**config.mk**
```make
export PLATFORM = sky130hd
export DESIGN_NAME = midi_chord_generator
export DESIGN_NICKNAME = d
export VERILOG_FILES = /design/src/rtl/mcg_pkg.sv /design/src/rtl/midi_chord_generator.sv /design/src/rtl/mcg_rbuf.sv
export SDC_FILE = /design/constraint.sdc
export NUM_CORES = 2
export LEC_CHECK = 0
export BUFFER_PORTS_ARGS = -buffer_cell sky130_fd_sc_hd__buf_2
export CAP_MARGIN = 20
export CORE_ASPECT_RATIO = 0.6
export CORE_UTILIZATION = 47
export CTS_CLUSTER_SIZE = 25
export DETAILED_ROUTE_END_ITERATION = 12
export PLACE_DENSITY = 0.59
export SYNTH_ARGS = -nofsm -noshare
export SYNTH_HDL_FRONTEND = slang
export SYNTH_SLANG_ARGS = --single-unit
```
**constraint.sdc**
```tcl
create_clock -name clk_i -period 14.1 [get_ports clk_i]
set_clock_uncertainty 0.2 [all_clocks]
set_input_delay 0.705 -clock clk_i [delete_from_list [all_inputs] [get_ports clk_i]]
set_output_delay 0.705 -clock clk_i [all_outputs]
set_load 0.02 [all_outputs]
```
**src/rtl/mcg_pkg.sv**
```systemverilog
// Shared types, constants and helper functions of the MIDI chord generator.
// Used by mcg_rbuf and midi_chord_generator; depends on nothing else.
package mcg_pkg;

  localparam int MAX_CHORD_NOTES = 32;
  localparam int HELD_DEPTH      = 12;
  localparam int MAX_OUT         = 64;

  localparam int CIDX_W  = $clog2(MAX_CHORD_NOTES);
  localparam int CCNT_W  = $clog2(MAX_CHORD_NOTES + 1);
  localparam int CADDR_W = $clog2(2 * MAX_CHORD_NOTES);
  localparam int HIDX_W  = $clog2(HELD_DEPTH);
  localparam int HCNT_W  = $clog2(HELD_DEPTH + 1);
  localparam int OIDX_W  = $clog2(MAX_OUT);
  localparam int OCNT_W  = $clog2(MAX_OUT + 1);

  localparam logic [6:0] MOD_LO  = 7'd60;
  localparam logic [6:0] MOD_HI  = 7'd71;
  localparam logic [6:0] TRIG_LO = 7'd72;
  localparam logic [6:0] TRIG_HI = 7'd83;
  localparam logic [6:0] VEL_MAX = 7'd127;

  typedef enum logic [1:0] {
    KIND_ON    = 2'd0,
    KIND_OFF   = 2'd1,
    KIND_RANGE = 2'd2,
    KIND_NONE  = 2'd3
  } kind_e;

  typedef enum logic [2:0] {
    REG_CHORD_MODE = 3'd0,
    REG_LOW_LIMIT  = 3'd1,
    REG_HIGH_LIMIT = 3'd2,
    REG_RETRIGGER  = 3'd3,
    REG_SUPPRESS   = 3'd4
  } reg_e;

  typedef struct packed {
    logic       on;
    logic [4:0] ch;
    logic [6:0] note;
    logic [6:0] vel;
  } res_t;

  typedef struct packed {
    logic              en;
    logic [OIDX_W-1:0] idx;
    res_t              data;
  } rwr_t;

  typedef struct packed {
    logic              start;
    logic [OCNT_W-1:0] count;
    logic              trunc;
  } rctl_t;

  typedef struct packed {
    logic       ok;
    logic [2:0] bidx;
  } modk_t;

  // Remainder by twelve through a reciprocal multiply, exact for 8-bit inputs.
  function automatic logic [3:0] mod12(input logic [7:0] x);
    logic [15:0] p;
    logic [4:0]  q;
    logic [7:0]  r;
    p = 16'(x) * 16'd171;
    q = p[15:11];
    r = x - 8'(q) * 8'd12;
    return r[3:0];
  endfunction

  // Modifier key (offset from note 60) to flag bit.
  function automatic modk_t mod_key(input logic [3:0] off);
    modk_t k;
    case (off)
      4'd0:    k = '{ok: 1'b1, bidx: 3'd4};
      4'd1:    k = '{ok: 1'b1, bidx: 3'd0};
      4'd2:    k = '{ok: 1'b1, bidx: 3'd5};
      4'd3:    k = '{ok: 1'b1, bidx: 3'd1};
      4'd5:    k = '{ok: 1'b1, bidx: 3'd6};
      4'd6:    k = '{ok: 1'b1, bidx: 3'd2};
      4'd7:    k = '{ok: 1'b1, bidx: 3'd7};
      4'd8:    k = '{ok: 1'b1, bidx: 3'd3};
      default: k = '{ok: 1'b0, bidx: 3'd0};
    endcase
    return k;
  endfunction

endpackage

```
**src/rtl/midi_chord_generator.sv**
```systemverilog
// MIDI chord generator top level: control sequencer, chord note store, APB registers.
// Depends on mcg_pkg and mcg_rbuf.
// Sequence: a plain pass-through runs DEC1, CLR, DEC2 and DRAIN; a chord step runs
//   the K kill reads, the walk over B range notes, the F note-offs and the N note-ons and
//   a commit before its results stream out, bounded by the one-port note memory walk.
// Throughput: one item at a time; the result buffer fetches the next result only after the
//   last one is taken, up to 64 results per item.
// Reset: registers return to chord_mode 1, limits 48..84, all counts zero, no root held;
//   no clearing pass, the note memory is only read below its counts.
module midi_chord_generator (
  input  logic        clk_i,
  input  logic        rst_ni,
  // input event stream
  input  logic        s_axis_tvalid,
  output logic        s_axis_tready,
  input  logic [23:0] s_axis_tdata,   // [4:0] channel, [11:5] note_number, [18:12] velocity
  input  logic [1:0]  s_axis_tuser,   // [1:0] kind
  // result stream
  output logic        m_axis_tvalid,
  input  logic        m_axis_tready,
  output logic [23:0] m_axis_tdata,   // [4:0] out_channel, [11:5] out_note, [18:12] out_velocity
  output logic [1:0]  m_axis_tuser,   // [0] out_on, [1] truncated
  output logic        m_axis_tlast,
  // configuration
  input  logic        psel,
  input  logic        penable,
  input  logic        pwrite,
  input  logic [4:0]  paddr,
  input  logic [31:0] pwdata,
  output logic [31:0] prdata,
  output logic        pready
);

  localparam int CW = mcg_pkg::CCNT_W;

  typedef enum logic [11:0] {
    S_IDLE   = 12'h001,
    S_DEC1   = 12'h002,
    S_CLR    = 12'h004,
    S_DEC2   = 12'h008,
    S_KILL   = 12'h010,
    S_BINIT  = 12'h020,
    S_BCLS   = 12'h040,
    S_BNOTE  = 12'h080,
    S_OFFS   = 12'h100,
    S_ONS    = 12'h200,
    S_COMMIT = 12'h400,
    S_DRAIN  = 12'h800
  } state_e;

  // Two banks of note memory: one holds the sounding chord, the other the chord
  // being built; commit swaps them.
  function automatic logic [mcg_pkg::CADDR_W-1:0] caddr(input logic bank,
                                                        input logic [mcg_pkg::CIDX_W-1:0] i);
    logic [mcg_pkg::CADDR_W-1:0] a;
    a = mcg_pkg::CADDR_W'(i);
    if (bank) a = a + mcg_pkg::CADDR_W'(mcg_pkg::MAX_CHORD_NOTES);
    return a;
  endfunction

  // ---------------- configuration registers ----------------
  logic       chord_mode_q, retrig_q, supp_q;
  logic [6:0] low_q, high_q;
  logic       cfg_we;

  assign pready = 1'b1;
  assign cfg_we = psel && penable && pwrite;

  always_ff @(posedge clk_i or negedge rst_ni) begin
    if (!rst_ni) begin
      chord_mode_q <= 1'b1;
      low_q        <= 7'd48;
      high_q       <= 7'd84;
      retrig_q     <= 1'b0;
      supp_q       <= 1'b0;
    end else if (cfg_we) begin
      case (mcg_pkg::reg_e'(paddr[4:2]))
        mcg_pkg::REG_CHORD_MODE: chord_mode_q <= pwdata[0];
        mcg_pkg::REG_LOW_LIMIT:  low_q        <= pwdata[6:0];
        mcg_pkg::REG_HIGH_LIMIT: high_q       <= pwdata[6:0];
        mcg_pkg::REG_RETRIGGER:  retrig_q     <= pwdata[0];
        mcg_pkg::REG_SUPPRESS:   supp_q       <= pwdata[0];
        default: ;
      endcase
    end
  end

  always_comb begin
    prdata = '0;
    unique case (mcg_pkg::reg_e'(paddr[4:2]))
      mcg_pkg::REG_CHORD_MODE: prdata[0]   = chord_mode_q;
      mcg_pkg::REG_LOW_LIMIT:  prdata[6:0] = low_q;
      mcg_pkg::REG_HIGH_LIMIT: prdata[6:0] = high_q;
      mcg_pkg::REG_RETRIGGER:  prdata[0]   = retrig_q;
      mcg_pkg::REG_SUPPRESS:   prdata[0]   = supp_q;
      default:                 prdata      = '0;
    endcase
  end

  // ---------------- state ----------------
  state_e state_q, state_d;

  mcg_pkg::kind_e kind_q, kind_d;
  logic [4:0] ch_q, ch_d;
  logic [6:0] note_q, note_d, vel_q, vel_d;

  logic       prev_mode_q, prev_mode_d;
  logic [7:0] flags_q, flags_d;
  logic [6:0] held_q [mcg_pkg::HELD_DEPTH];
  logic [6:0] held_d [mcg_pkg::HELD_DEPTH];
  logic [mcg_pkg::HCNT_W-1:0] held_cnt_q, held_cnt_d;

  logic [CW-1:0] chord_cnt_q, chord_cnt_d, tgt_cnt_q, tgt_cnt_d, cur_n_q, cur_n_d;
  logic [6:0]    root_q, root_d;
  logic          root_v_q, root_v_d, bank_q, bank_d;
  logic [127:0]  cur_map_q, cur_map_d, tgt_map_q, tgt_map_d;
  logic [11:0]   pc_mask_q, pc_mask_d;
  logic [2:0]    cls_i_q, cls_i_d;
  logic [7:0]    cand_q, cand_d;
  logic          trunc_q, trunc_d;

  logic          do_kill_q, do_kill_d, do_play_q, do_play_d, smart_q, smart_d;
  logic          phase2_q, phase2_d;
  logic [4:0]    kill_ch_q, kill_ch_d;
  logic [6:0]    kill_vel_q, kill_vel_d, play_root_q, play_root_d, play_vel_q, play_vel_d;

  logic [CW-1:0] iss_q, iss_d;
  logic          pend_q, pend_d, drn_q, drn_d;
  logic [mcg_pkg::OCNT_W-1:0] nres_q, nres_d;

  // note memory
  logic [6:0] cmem [2 * mcg_pkg::MAX_CHORD_NOTES];
  logic [6:0] cm_rdata_q;
  logic       cm_we, rd_en;
  logic [mcg_pkg::CADDR_W-1:0] cm_waddr, rd_addr;
  logic [6:0] cm_wdata;

  always_ff @(posedge clk_i) begin
    if (cm_we) begin
      cmem[cm_waddr] <= cm_wdata;
    end
    if (rd_en) begin
      cm_rdata_q <= cmem[rd_addr];
    end
  end

  // ---------------- held stack removal ----------------
  logic [mcg_pkg::HELD_DEPTH-1:0] hit;
  logic       found, seen;
  logic [6:0] held_rm [mcg_pkg::HELD_DEPTH];
  logic [mcg_pkg::HCNT_W-1:0] cnt_rm, held_top_i, rm_top_i;
  logic [6:0] held_top, rm_top;

  always_comb begin
    seen = 1'b0;
    for (int i = 0; i < mcg_pkg::HELD_DEPTH; i++) begin
      hit[i] = (mcg_pkg::HCNT_W'(i) < held_cnt_q) && (held_q[i] == note_q);
    end
    found = |hit;
    for (int i = 0; i < mcg_pkg::HELD_DEPTH; i++) begin
      seen = seen | hit[i];
      if (seen && (i < mcg_pkg::HELD_DEPTH - 1)) held_rm[i] = held_q[i+1];
      else                                       held_rm[i] = held_q[i];
    end
    cnt_rm     = held_cnt_q - mcg_pkg::HCNT_W'(found);
    held_top_i = held_cnt_q - 1'b1;
    rm_top_i   = cnt_rm - 1'b1;
    held_top   = held_q[held_top_i[mcg_pkg::HIDX_W-1:0]];
    rm_top     = held_rm[rm_top_i[mcg_pkg::HIDX_W-1:0]];
  end

  // ---------------- chord pitch classes ----------------
  logic [3:0] cls_w [5];
  logic [2:0] ncls_w;
  logic [3:0] t1, t2, e1, e2;
  logic       tr;
  logic [1:0] ne;
  logic [3:0] off_w [4];

  always_comb begin
    tr = |flags_q[3:0];
    t1 = 4'd0;
    t2 = 4'd0;
    if      (flags_q[0]) begin t1 = 4'd3; t2 = 4'd6; end
    else if (flags_q[1]) begin t1 = 4'd3; t2 = 4'd7; end
    else if (flags_q[2]) begin t1 = 4'd4; t2 = 4'd7; end
    else if (flags_q[3]) begin t1 = 4'd2; t2 = 4'd7; end
    e1 = 4'd0;
    e2 = 4'd0;
    ne = 2'd0;
    if      (flags_q[4]) begin e1 = 4'd9;  ne = 2'd1; end
    else if (flags_q[5]) begin e1 = 4'd10; ne = 2'd1; end
    else if (flags_q[6]) begin e1 = 4'd11; ne = 2'd1; end
    else if (flags_q[7]) begin e1 = 4'd10; e2 = 4'd14; ne = 2'd2; end
    if (tr) begin
      off_w[0] = t1; off_w[1] = t2; off_w[2] = e1; off_w[3] = e2;
    end else begin
      off_w[0] = e1; off_w[1] = e2; off_w[2] = 4'd0; off_w[3] = 4'd0;
    end
    ncls_w   = 3'd1 + (tr ? 3'd2 : 3'd0) + 3'(ne);
    cls_w[0] = mcg_pkg::mod12({1'b0, play_root_q});
    for (int i = 0; i < 4; i++) begin
      cls_w[i+1] = mcg_pkg::mod12({1'b0, play_root_q} + 8'(off_w[i]));
    end
  end

  // ---------------- sequencer ----------------
  mcg_pkg::rwr_t  rwr;
  mcg_pkg::rctl_t rctl;
  mcg_pkg::res_t  emit_r, rb_data;
  mcg_pkg::modk_t key;
  logic           emit_v, rbusy, rb_valid, rb_trunc, rb_last;
  logic           on_w, accept, issue, loop_done, loop_bank;
  logic [CW-1:0]  loop_n;
  logic [3:0]     pc, lm;
  logic [4:0]     dd;

  assign s_axis_tready = (state_q == S_IDLE);
  assign accept        = s_axis_tvalid && s_axis_tready;
  assign on_w          = (kind_q == mcg_pkg::KIND_ON);
  assign key           = mcg_pkg::mod_key(4'(note_q - mcg_pkg::MOD_LO));

  always_comb begin
    loop_n    = '0;
    loop_bank = bank_q;
    unique case (state_q)
      S_KILL:  loop_n = chord_cnt_q;
      S_OFFS:  loop_n = cur_n_q;
      S_ONS:   begin loop_n = tgt_cnt_q; loop_bank = !bank_q; end
      default: loop_n = '0;
    endcase
    issue     = (iss_q < loop_n);
    loop_done = !issue && !pend_q;
  end

  always_comb begin
    state_d     = state_q;
    kind_d      = kind_q;
    ch_d        = ch_q;
    note_d      = note_q;
    vel_d       = vel_q;
    prev_mode_d = prev_mode_q;
    flags_d     = flags_q;
    held_d      = held_q;
    held_cnt_d  = held_cnt_q;
    chord_cnt_d = chord_cnt_q;
    tgt_cnt_d   = tgt_cnt_q;
    cur_n_d     = cur_n_q;
    root_d      = root_q;
    root_v_d    = root_v_q;
    bank_d      = bank_q;
    cur_map_d   = cur_map_q;
    tgt_map_d   = tgt_map_q;
    pc_mask_d   = pc_mask_q;
    cls_i_d     = cls_i_q;
    cand_d      = cand_q;
    trunc_d     = trunc_q;
    do_kill_d   = do_kill_q;
    do_play_d   = do_play_q;
    smart_d     = smart_q;
    phase2_d    = phase2_q;
    kill_ch_d   = kill_ch_q;
    kill_vel_d  = kill_vel_q;
    play_root_d = play_root_q;
    play_vel_d  = play_vel_q;
    iss_d       = iss_q;
    pend_d      = 1'b0;
    drn_d       = drn_q;
    nres_d      = nres_q;
    emit_v      = 1'b0;
    emit_r      = '0;
    cm_we       = 1'b0;
    cm_waddr    = '0;
    cm_wdata    = '0;
    rd_en       = 1'b0;
    rd_addr     = '0;
    rctl        = '0;
    pc          = '0;
    lm          = '0;
    dd          = '0;

    // memory walk shared by the kill, note-off and note-on passes
    if ((state_q == S_KILL) || (state_q == S_OFFS) || (state_q == S_ONS)) begin
      if (issue) begin
        rd_en   = 1'b1;
        rd_addr = caddr(loop_bank, iss_q[mcg_pkg::CIDX_W-1:0]);
        iss_d   = iss_q + 1'b1;
      end
      pend_d = issue;
    end

    unique case (state_q)
      S_IDLE: begin
        if (accept) begin
          kind_d  = mcg_pkg::kind_e'(s_axis_tuser);
          ch_d    = s_axis_tdata[4:0];
          note_d  = s_axis_tdata[11:5];
          vel_d   = s_axis_tdata[18:12];
          nres_d  = '0;
          trunc_d = 1'b0;
          if (mcg_pkg::kind_e'(s_axis_tuser) != mcg_pkg::KIND_NONE) state_d = S_DEC1;
        end
      end
      S_DEC1: begin
        // range change re-voices the held top note
        if ((kind_q == mcg_pkg::KIND_RANGE) && (held_cnt_q != '0)) begin
          play_root_d = held_top;
          play_vel_d  = mcg_pkg::VEL_MAX;
          smart_d     = !retrig_q;
          phase2_d    = 1'b0;
          state_d     = S_BINIT;
        end else begin
          state_d = S_CLR;
        end
      end
      S_CLR: begin
        // drop the stored chord silently when chord mode comes back on
        if (chord_mode_q && !prev_mode_q) begin
          chord_cnt_d = '0;
          root_v_d    = 1'b0;
          cur_map_d   = '0;
        end
        prev_mode_d = chord_mode_q;
        state_d     = S_DEC2;
      end
      S_DEC2: begin
        phase2_d  = 1'b1;
        do_kill_d = 1'b0;
        do_play_d = 1'b0;
        state_d   = S_DRAIN;
        if (kind_q == mcg_pkg::KIND_RANGE) begin
          state_d = S_DRAIN;
        end else if (!chord_mode_q) begin
          emit_v = 1'b1;
          emit_r = '{on: on_w, ch: ch_q, note: note_q, vel: vel_q};
        end else if ((note_q >= mcg_pkg::MOD_LO) && (note_q <= mcg_pkg::MOD_HI)) begin
          if (key.ok && (flags_q[key.bidx] != on_w)) begin
            flags_d[key.bidx] = on_w;
            if (held_cnt_q != '0) begin
              do_kill_d   = 1'b1;
              kill_ch_d   = ch_q;
              kill_vel_d  = '0;
              do_play_d   = 1'b1;
              play_root_d = held_top;
              play_vel_d  = mcg_pkg::VEL_MAX;
              smart_d     = 1'b0;
              state_d     = S_KILL;
            end
          end
        end else if ((note_q >= mcg_pkg::TRIG_LO) && (note_q <= mcg_pkg::TRIG_HI) && on_w) begin
          held_d     = held_rm;
          held_cnt_d = cnt_rm;
          if (cnt_rm < mcg_pkg::HCNT_W'(mcg_pkg::HELD_DEPTH)) begin
            held_d[cnt_rm[mcg_pkg::HIDX_W-1:0]] = note_q;
            held_cnt_d = cnt_rm + 1'b1;
          end
          do_kill_d   = 1'b1;
          kill_ch_d   = ch_q;
          kill_vel_d  = '0;
          do_play_d   = 1'b1;
          play_root_d = note_q;
          play_vel_d  = vel_q;
          smart_d     = 1'b0;
          state_d     = S_KILL;
        end else if ((note_q >= mcg_pkg::TRIG_LO) && (note_q <= mcg_pkg::TRIG_HI)) begin
          held_d     = held_rm;
          held_cnt_d = cnt_rm;
          if (root_v_q && (root_q == note_q)) begin
            do_kill_d   = 1'b1;
            kill_ch_d   = ch_q;
            kill_vel_d  = vel_q;
            do_play_d   = (cnt_rm != '0);
            play_root_d = rm_top;
            play_vel_d  = mcg_pkg::VEL_MAX;
            smart_d     = 1'b0;
            state_d     = S_KILL;
          end else begin
            emit_v = 1'b1;
            emit_r = '{on: 1'b0, ch: ch_q, note: note_q, vel: vel_q};
          end
        end else begin
          emit_v = 1'b1;
          emit_r = '{on: on_w, ch: ch_q, note: note_q, vel: vel_q};
        end
        iss_d = '0;
      end
      S_KILL: begin
        if (pend_q) begin
          emit_v = 1'b1;
          emit_r = '{on: 1'b0, ch: kill_ch_q, note: cm_rdata_q, vel: kill_vel_q};
        end
        if (loop_done) begin
          chord_cnt_d = '0;
          root_v_d    = 1'b0;
          cur_map_d   = '0;
          state_d     = do_play_q ? S_BINIT : S_DRAIN;
        end
      end
      S_BINIT: begin
        tgt_cnt_d = '0;
        tgt_map_d = '0;
        pc_mask_d = '0;
        cls_i_d   = '0;
        state_d   = S_BCLS;
      end
      S_BCLS: begin
        if (cls_i_q == ncls_w) begin
          cur_n_d = (root_v_q && (root_q == play_root_q)) ? chord_cnt_q : '0;
          iss_d   = '0;
          state_d = S_OFFS;
        end else begin
          pc = cls_w[cls_i_q];
          if (pc_mask_q[pc]) begin
            // pitch class already walked: all its notes are duplicates
            cls_i_d = cls_i_q + 1'b1;
          end else begin
            pc_mask_d[pc] = 1'b1;
            lm = mcg_pkg::mod12({1'b0, low_q});
            dd = {1'b0, pc} + 5'd12 - {1'b0, lm};
            if (dd >= 5'd12) dd = dd - 5'd12;
            cand_d  = {1'b0, low_q} + 8'(dd);
            state_d = S_BNOTE;
          end
        end
      end
      S_BNOTE: begin
        if (cand_q <= {1'b0, high_q}) begin
          if (tgt_cnt_q < CW'(mcg_pkg::MAX_CHORD_NOTES)) begin
            cm_we     = 1'b1;
            cm_waddr  = caddr(!bank_q, tgt_cnt_q[mcg_pkg::CIDX_W-1:0]);
            cm_wdata  = cand_q[6:0];
            tgt_map_d[cand_q[6:0]] = 1'b1;
            tgt_cnt_d = tgt_cnt_q + 1'b1;
          end else begin
            trunc_d = 1'b1;
          end
          cand_d = cand_q + 8'd12;
        end else begin
          cls_i_d = cls_i_q + 1'b1;
          state_d = S_BCLS;
        end
      end
      S_OFFS: begin
        if (pend_q && (!smart_q || !tgt_map_q[cm_rdata_q])) begin
          emit_v = 1'b1;
          emit_r = '{on: 1'b0, ch: 5'd1, note: cm_rdata_q, vel: 7'd0};
        end
        if (loop_done) begin
          iss_d   = '0;
          state_d = supp_q ? S_COMMIT : S_ONS;
        end
      end
      S_ONS: begin
        if (pend_q && (!smart_q || !((cur_n_q != '0) && cur_map_q[cm_rdata_q]))) begin
          emit_v = 1'b1;
          emit_r = '{on: 1'b1, ch: 5'd1, note: cm_rdata_q, vel: play_vel_q};
        end
        if (loop_done) state_d = S_COMMIT;
      end
      S_COMMIT: begin
        // swap banks: the built chord becomes the sounding chord
        bank_d      = !bank_q;
        chord_cnt_d = tgt_cnt_q;
        cur_map_d   = tgt_map_q;
        root_d      = play_root_q;
        root_v_d    = 1'b1;
        state_d     = phase2_q ? S_DRAIN : S_CLR;
      end
      S_DRAIN: begin
        if (!drn_q) begin
          if (nres_q == '0) begin
            state_d = S_IDLE;
          end else begin
            rctl  = '{start: 1'b1, count: nres_q, trunc: trunc_q};
            drn_d = 1'b1;
          end
        end else if (!rbusy) begin
          drn_d   = 1'b0;
          state_d = S_IDLE;
        end
      end
      default: state_d = S_IDLE;
    endcase

    // results beyond the buffer depth are dropped
    rwr = '0;
    if (emit_v && (nres_q < mcg_pkg::OCNT_W'(mcg_pkg::MAX_OUT))) begin
      rwr    = '{en: 1'b1, idx: nres_q[mcg_pkg::OIDX_W-1:0], data: emit_r};
      nres_d = nres_q + 1'b1;
    end
  end

  always_ff @(posedge clk_i or negedge rst_ni) begin
    if (!rst_ni) begin
      state_q     <= S_IDLE;
      kind_q      <= mcg_pkg::KIND_ON;
      ch_q        <= '0;
      note_q      <= '0;
      vel_q       <= '0;
      prev_mode_q <= 1'b1;
      flags_q     <= '0;
      held_cnt_q  <= '0;
      chord_cnt_q <= '0;
      tgt_cnt_q   <= '0;
      cur_n_q     <= '0;
      root_q      <= '0;
      root_v_q    <= 1'b0;
      bank_q      <= 1'b0;
      cur_map_q   <= '0;
      tgt_map_q   <= '0;
      pc_mask_q   <= '0;
      cls_i_q     <= '0;
      cand_q      <= '0;
      trunc_q     <= 1'b0;
      do_kill_q   <= 1'b0;
      do_play_q   <= 1'b0;
      smart_q     <= 1'b0;
      phase2_q    <= 1'b0;
      kill_ch_q   <= '0;
      kill_vel_q  <= '0;
      play_root_q <= '0;
      play_vel_q  <= '0;
      iss_q       <= '0;
      pend_q      <= 1'b0;
      drn_q       <= 1'b0;
      nres_q      <= '0;
    end else begin
      state_q     <= state_d;
      kind_q      <= kind_d;
      ch_q        <= ch_d;
      note_q      <= note_d;
      vel_q       <= vel_d;
      prev_mode_q <= prev_mode_d;
      flags_q     <= flags_d;
      held_cnt_q  <= held_cnt_d;
      chord_cnt_q <= chord_cnt_d;
      tgt_cnt_q   <= tgt_cnt_d;
      cur_n_q     <= cur_n_d;
      root_q      <= root_d;
      root_v_q    <= root_v_d;
      bank_q      <= bank_d;
      cur_map_q   <= cur_map_d;
      tgt_map_q   <= tgt_map_d;
      pc_mask_q   <= pc_mask_d;
      cls_i_q     <= cls_i_d;
      cand_q      <= cand_d;
      trunc_q     <= trunc_d;
      do_kill_q   <= do_kill_d;
      do_play_q   <= do_play_d;
      smart_q     <= smart_d;
      phase2_q    <= phase2_d;
      kill_ch_q   <= kill_ch_d;
      kill_vel_q  <= kill_vel_d;
      play_root_q <= play_root_d;
      play_vel_q  <= play_vel_d;
      iss_q       <= iss_d;
      pend_q      <= pend_d;
      drn_q       <= drn_d;
      nres_q      <= nres_d;
    end
  end

  // held stack entries carry no reset: only entries below the count are read
  always_ff @(posedge clk_i) begin
    held_q <= held_d;
  end

  // ---------------- result buffer ----------------
  mcg_rbuf u_rbuf (
    .clk_i     (clk_i),
    .rst_ni    (rst_ni),
    .wr_i      (rwr),
    .ctl_i     (rctl),
    .busy_o    (rbusy),
    .m_valid_o (rb_valid),
    .m_ready_i (m_axis_tready),
    .m_data_o  (rb_data),
    .m_trunc_o (rb_trunc),
    .m_last_o  (rb_last)
  );

  assign m_axis_tvalid = rb_valid;
  assign m_axis_tdata  = {5'b0, rb_data.vel, rb_data.note, rb_data.ch};
  assign m_axis_tuser  = {rb_trunc, rb_data.on};
  assign m_axis_tlast  = rb_last;

  // ---------------- assertions ----------------
  a_nres_bound: assert property (@(posedge clk_i) disable iff (!rst_ni)
    nres_q <= mcg_pkg::OCNT_W'(mcg_pkg::MAX_OUT))
    else $error("result count beyond buffer depth");

  a_no_overlap: assert property (@(posedge clk_i) disable iff (!rst_ni)
    !(m_axis_tvalid && s_axis_tready))
    else $error("input accepted while results still pending");

  a_store_bound: assert property (@(posedge clk_i) disable iff (!rst_ni)
    (chord_cnt_q <= CW'(mcg_pkg::MAX_CHORD_NOTES)) &&
    (held_cnt_q <= mcg_pkg::HCNT_W'(mcg_pkg::HELD_DEPTH)))
    else $error("store count out of range");

  a_commit_root: assert property (@(posedge clk_i) disable iff (!rst_ni)
    (state_q == S_COMMIT) |=> root_v_q)
    else $error("commit left no sounding root");

endmodule

```
**src/rtl/mcg_rbuf.sv**
```systemverilog
// Result buffer: collects the results of one input item, then streams them out.
// Depends on mcg_pkg.
module mcg_rbuf (
  input  logic          clk_i,
  input  logic          rst_ni,
  input  mcg_pkg::rwr_t wr_i,
  input  mcg_pkg::rctl_t ctl_i,
  output logic          busy_o,
  output logic          m_valid_o,
  input  logic          m_ready_i,
  output mcg_pkg::res_t m_data_o,
  output logic          m_trunc_o,
  output logic          m_last_o
);

  mcg_pkg::res_t mem [mcg_pkg::MAX_OUT];
  mcg_pkg::res_t rdata_q;

  logic                       busy_q, fetch_q, out_v_q, last_q, trunc_q;
  logic [mcg_pkg::OCNT_W-1:0] rd_idx_q, cnt_q;
  logic                       rd_en;

  assign rd_en = busy_q && !fetch_q && !out_v_q && (rd_idx_q < cnt_q);

  always_ff @(posedge clk_i) begin
    if (wr_i.en) begin
      mem[wr_i.idx] <= wr_i.data;
    end
    if (rd_en) begin
      rdata_q <= mem[rd_idx_q[mcg_pkg::OIDX_W-1:0]];
    end
  end

  always_ff @(posedge clk_i or negedge rst_ni) begin
    if (!rst_ni) begin
      busy_q   <= 1'b0;
      fetch_q  <= 1'b0;
      out_v_q  <= 1'b0;
      last_q   <= 1'b0;
      trunc_q  <= 1'b0;
      rd_idx_q <= '0;
      cnt_q    <= '0;
    end else begin
      fetch_q <= rd_en;
      if (ctl_i.start) begin
        busy_q   <= 1'b1;
        cnt_q    <= ctl_i.count;
        trunc_q  <= ctl_i.trunc;
        rd_idx_q <= '0;
      end else if (rd_en) begin
        rd_idx_q <= rd_idx_q + 1'b1;
      end
      if (fetch_q) begin
        out_v_q <= 1'b1;
        last_q  <= (rd_idx_q == cnt_q);
      end else if (out_v_q && m_ready_i) begin
        out_v_q <= 1'b0;
        if (last_q) begin
          busy_q <= 1'b0;
        end
      end
    end
  end

  assign busy_o    = busy_q;
  assign m_valid_o = out_v_q;
  assign m_data_o  = rdata_q;
  assign m_trunc_o = trunc_q;
  assign m_last_o  = last_q;

endmodule
```
==> flow_metrics.env <==
export IMPL_viasPerCell=6.13
export IMPL_io_pins=132
export IMPL_drt_iter0_drc=7442
export IMPL_holdCritPathClass="primary input to flop"
export IMPL_nFillCells=17400
export IMPL_core_area_um2=216000
export IMPL_finalHoldViolCount=0
export IMPL_grt_pass1_wl_mm=399
export IMPL_async_reset_ff_share_pct=19.1
export IMPL_design_die_area_um2=220000
export IMPL_finalNonFillerCells=9702
export IMPL_ys_warn_count=0
export IMPL_slew_headroom_pct=26.8
export IMPL_use_met1_pct=40.3
export IMPL_busiest_layer="met1"
export IMPL_tns_ps=0
export IMPL_p_per_area_nw_per_um2=155
export IMPL_portBuffers=68
export IMPL_crit_fanout=7
export IMPL_synth_distinct_cells=91
export IMPL_synth_top_family_by_area="multiplexers"
export IMPL_yosys_top_cells_area="edfxtp_1, mux4_2, dfrtp_1"
export IMPL_htree_levels=4
export IMPL_grt_use_total_pct=24.7
export IMPL_start_util_pct=47.4
export IMPL_yosys_area_share_xor_xnor_pct=1.80
export IMPL_cts_resized=0
export IMPL_drv_cap=0
export IMPL_drv_slew=0
export IMPL_timing_final_crit_period_ps=10930
export IMPL_wirelength_mm=273
export IMPL_numCtsBuffers=213
export IMPL_synth_simple_area_share_pct=6.20
export IMPL_cpMaxStageDelayCell="xnor2_1"
export IMPL_grt_max_degree=157
export IMPL_clk_latency_ps=890
export IMPL_synth_compound_area_share_pct=6.07
export IMPL_grt_use_met2_pct=33.7
export IMPL_clkTransAtPathRegs_ps=80
export IMPL_end_kind="flop"
export IMPL_ys_flop_type="edfxtp_1"
export IMPL_drc=0
export IMPL_root_buffer="clkbuf_16"
export IMPL_cts_sinks=2272
export IMPL_ys_seq_area_share_pct=64.5
export IMPL_synth_edff_count=1839
export IMPL_cts_setup_buffers=0
export IMPL_rsz0062_at_grt="no"
export IMPL_syn_area_um2=102000
export IMPL_synth_top_area_share_pct=53.9
export IMPL_worst_pin_slew_ps=1090
export IMPL_nNetsFinal=7044
export IMPL_rows=132
export IMPL_grt_pass1_vias=57600
export IMPL_dpl_hpwl_mm=169
export IMPL_place_congestion=0.875
export IMPL_vias=59400
export IMPL_synthCells=6509
export IMPL_areaGrowthSynthToFinish_pct=11.2
export IMPL_die_w_um=605
export IMPL_fin_crit_sh_pct=77.5
export IMPL_cp_required_ps=14660
export IMPL_clk_path_buf_depth=4
export IMPL_critPathKind="flop to flop"
export IMPL_muxShareOfSynthArea_pct=14.3
export IMPL_synth_seq_cells=2272
export IMPL_grt_overflow=0
export IMPL_avgSynthCellArea_um2=15.7
export IMPL_p_leak_uw=0.0419
export IMPL_die_h_um=364
export IMPL_met3_usage_pct=6.02
export IMPL_cts_tree="yes"
export IMPL_status="completed"
export IMPL_dp_cells=9275
export IMPL_arrival_ps=11490
export IMPL_yosysTopAreaCell="edfxtp_1"
export IMPL_wl_per_cell_um=28.1
export IMPL_setup_viol=0
export IMPL_path_common_cell="ha_1"
export IMPL_detail_route_first_pass_iterations=6
export IMPL_start_kind="flop"
export IMPL_drive_above_1_share_pct=19.5
export IMPL_ant_nets=0
export IMPL_yosys_area_share_adder_pct=4.48
export IMPL_antenna_found_initial=10
export IMPL_ir_drop_uv=321
export IMPL_max_freq_mhz=91.5
export IMPL_ctsHoldBuffers=32
export IMPL_cpPeakStageDelay_ps=580
==> metal layers <==
layer,part of all wire [%],vias to the layer above
met3,9.7,308
met4,1.6,0
met5,0,-
met2,41,2455
met1,48,31300
li1,-,25400
==> registers in the layout (all words and copies together), names as in the netlist, 7 cells and up <==
| signal | count |
|---|---|
| play_vel_q | 7 |
| held_q | 84 |
| vel_q | 7 |
| play_root_q | 7 |
| low_q | 7 |
| u_rbuf.mem | 1280 |
| note_q | 7 |
| u_rbuf.rd_idx_q | 7 |
| cand_q | 8 |
| high_q | 7 |
| kill_vel_q | 7 |
| nres_q | 7 |
| pc_mask_q | 12 |
| root_q | 7 |
| cm_rdata_q | 7 |
| state_q | 12 |
| cur_map_q | 128 |
| u_rbuf.cnt_q | 7 |
| flags_q | 8 |
| cmem | 448 |
| u_rbuf.m_data_o | 20 |
| tgt_map_q | 128 |
==> layout by cell type (no fill, tap or decap), types with 55 or more instances in the layout <==
cell,netlist,routed
edfxtp_1,1839,1839
mux4_2,552,552
nor2_1,505,428
nand2_1,427,424
dfrtp_1,425,414
ha_1,256,256
inv_1,244,244
clkbuf_16,0,216
a21oi_1,195,192
buf_4,41,186
mux2i_1,168,168
o21a_1,139,139
a22o_1,136,136
nand3_1,134,133
xnor2_1,124,123
o21ai_0,101,101
xor2_1,84,84
fa_1,69,69
buf_2,41,67
nor2_2,4,57
nand4_1,55,55
==> path summary, 6_finish.rpt <==
kind | startpoint | to | slack [ps] | depth (start not counted)
setup / recovery | flags_q[4] | cand_q[5] | 3170 | 46
hold / removal | s_axis_tdata[18] | vel_q[6] | 50 | 2
setup reg to reg | flags_q[4] | cand_q[5] | 3170 | 46
hold reg to reg | prev_mode_q | prev_mode_q | 270 | 2
max in group asynchronous | rst_ni | tgt_map_q[32] | 11070 | 4
min in group asynchronous | rst_ni | play_root_q[2] | 250 | 2
==> area by class of cell <==
type	count	area (um2)	share of cell area, %
Clock buffer	269	5750	5.05
Clock inverter	117	1010	0.884
Timing Repair Buffer	294	2200	1.93
Inverter	246	923	0.811
Tap cell	2881	3600	3.17
Multi-Input combinational cell	3622	34300	30.1
Sequential cell	2272	66100	58.0
Antenna cell	1	2.50	0.00220
==> through the flow <==
step | setup WS [ps] | util [%] | total power, uW | cell area (um2) | hold slack [ps]
after floorplan | 2470 | - | 10800 | 103000 | 209
after global placement | 3430 | 49.3 | 12100 | 107000 | 248
after detailed placement | 3340 | 49.4 | 12100 | 107000 | 258
after CTS | 3280 | 52.6 | 17800 | 114000 | 5.78
after global routing | 2440 | 52.7 | 18500 | 114000 | 23.6
final | 3170 | 52.7 | 17700 | 114000 | 54.8
==> kinds of logic after synthesis <==
| kind of cell | after synthesis |
|---|---|
| AO/OA/AOI/OAI | 889 |
| buffers and inverters | 645 |
| flip-flops | 2272 |
| other | 2 |
| multiplexers | 772 |
| XOR/XNOR | 209 |
| adder cells (fa/ha/maj) | 325 |
| AND/OR/NAND/NOR | 1395 |
==> synth_stat cells, drive strengths merged (46+ instances only) <==
| master | number |
|---|---|
| a211oi | 46 |
| a21oi | 195 |
| a22o | 136 |
| buf | 145 |
| clkbuf | 254 |
| dfrtp | 425 |
| edfxtp | 1839 |
| fa | 69 |
| ha | 256 |
| inv | 245 |
| mux2 | 52 |
| mux2i | 168 |
| mux4 | 552 |
| nand2 | 429 |
| nand3 | 135 |
| nand4 | 56 |
| nor2 | 509 |
| nor2b | 52 |
| o21a | 139 |
| o21ai | 102 |
| xnor2 | 124 |
| xor2 | 84 |
==> worst max-delay path: cells and delay by family (launching register included) <==
| family | cells | cell delay (ps) |
|---|---|---|
| and+or+nand+nor | 10 | 1940 |
| DFF | 1 | 440 |
| xor gates and xnor gates | 11 | 2640 |
| AOI/OAI and AO/OA | 8 | 1350 |
| adders and majority gates | 12 | 3860 |
| buffers and inverters | 5 | 420 |
==> where the power goes <==
part / total (uW) / internal, uW / switching, uW
Sequential: 7550 / 7300 / 247
Clock: 5700 / 3150 / 2550
Combinational: 4440 / 1970 / 2470
Total: 17700 / 12400 / 5270
No activity file was read; power rests on OpenSTA's default activity.
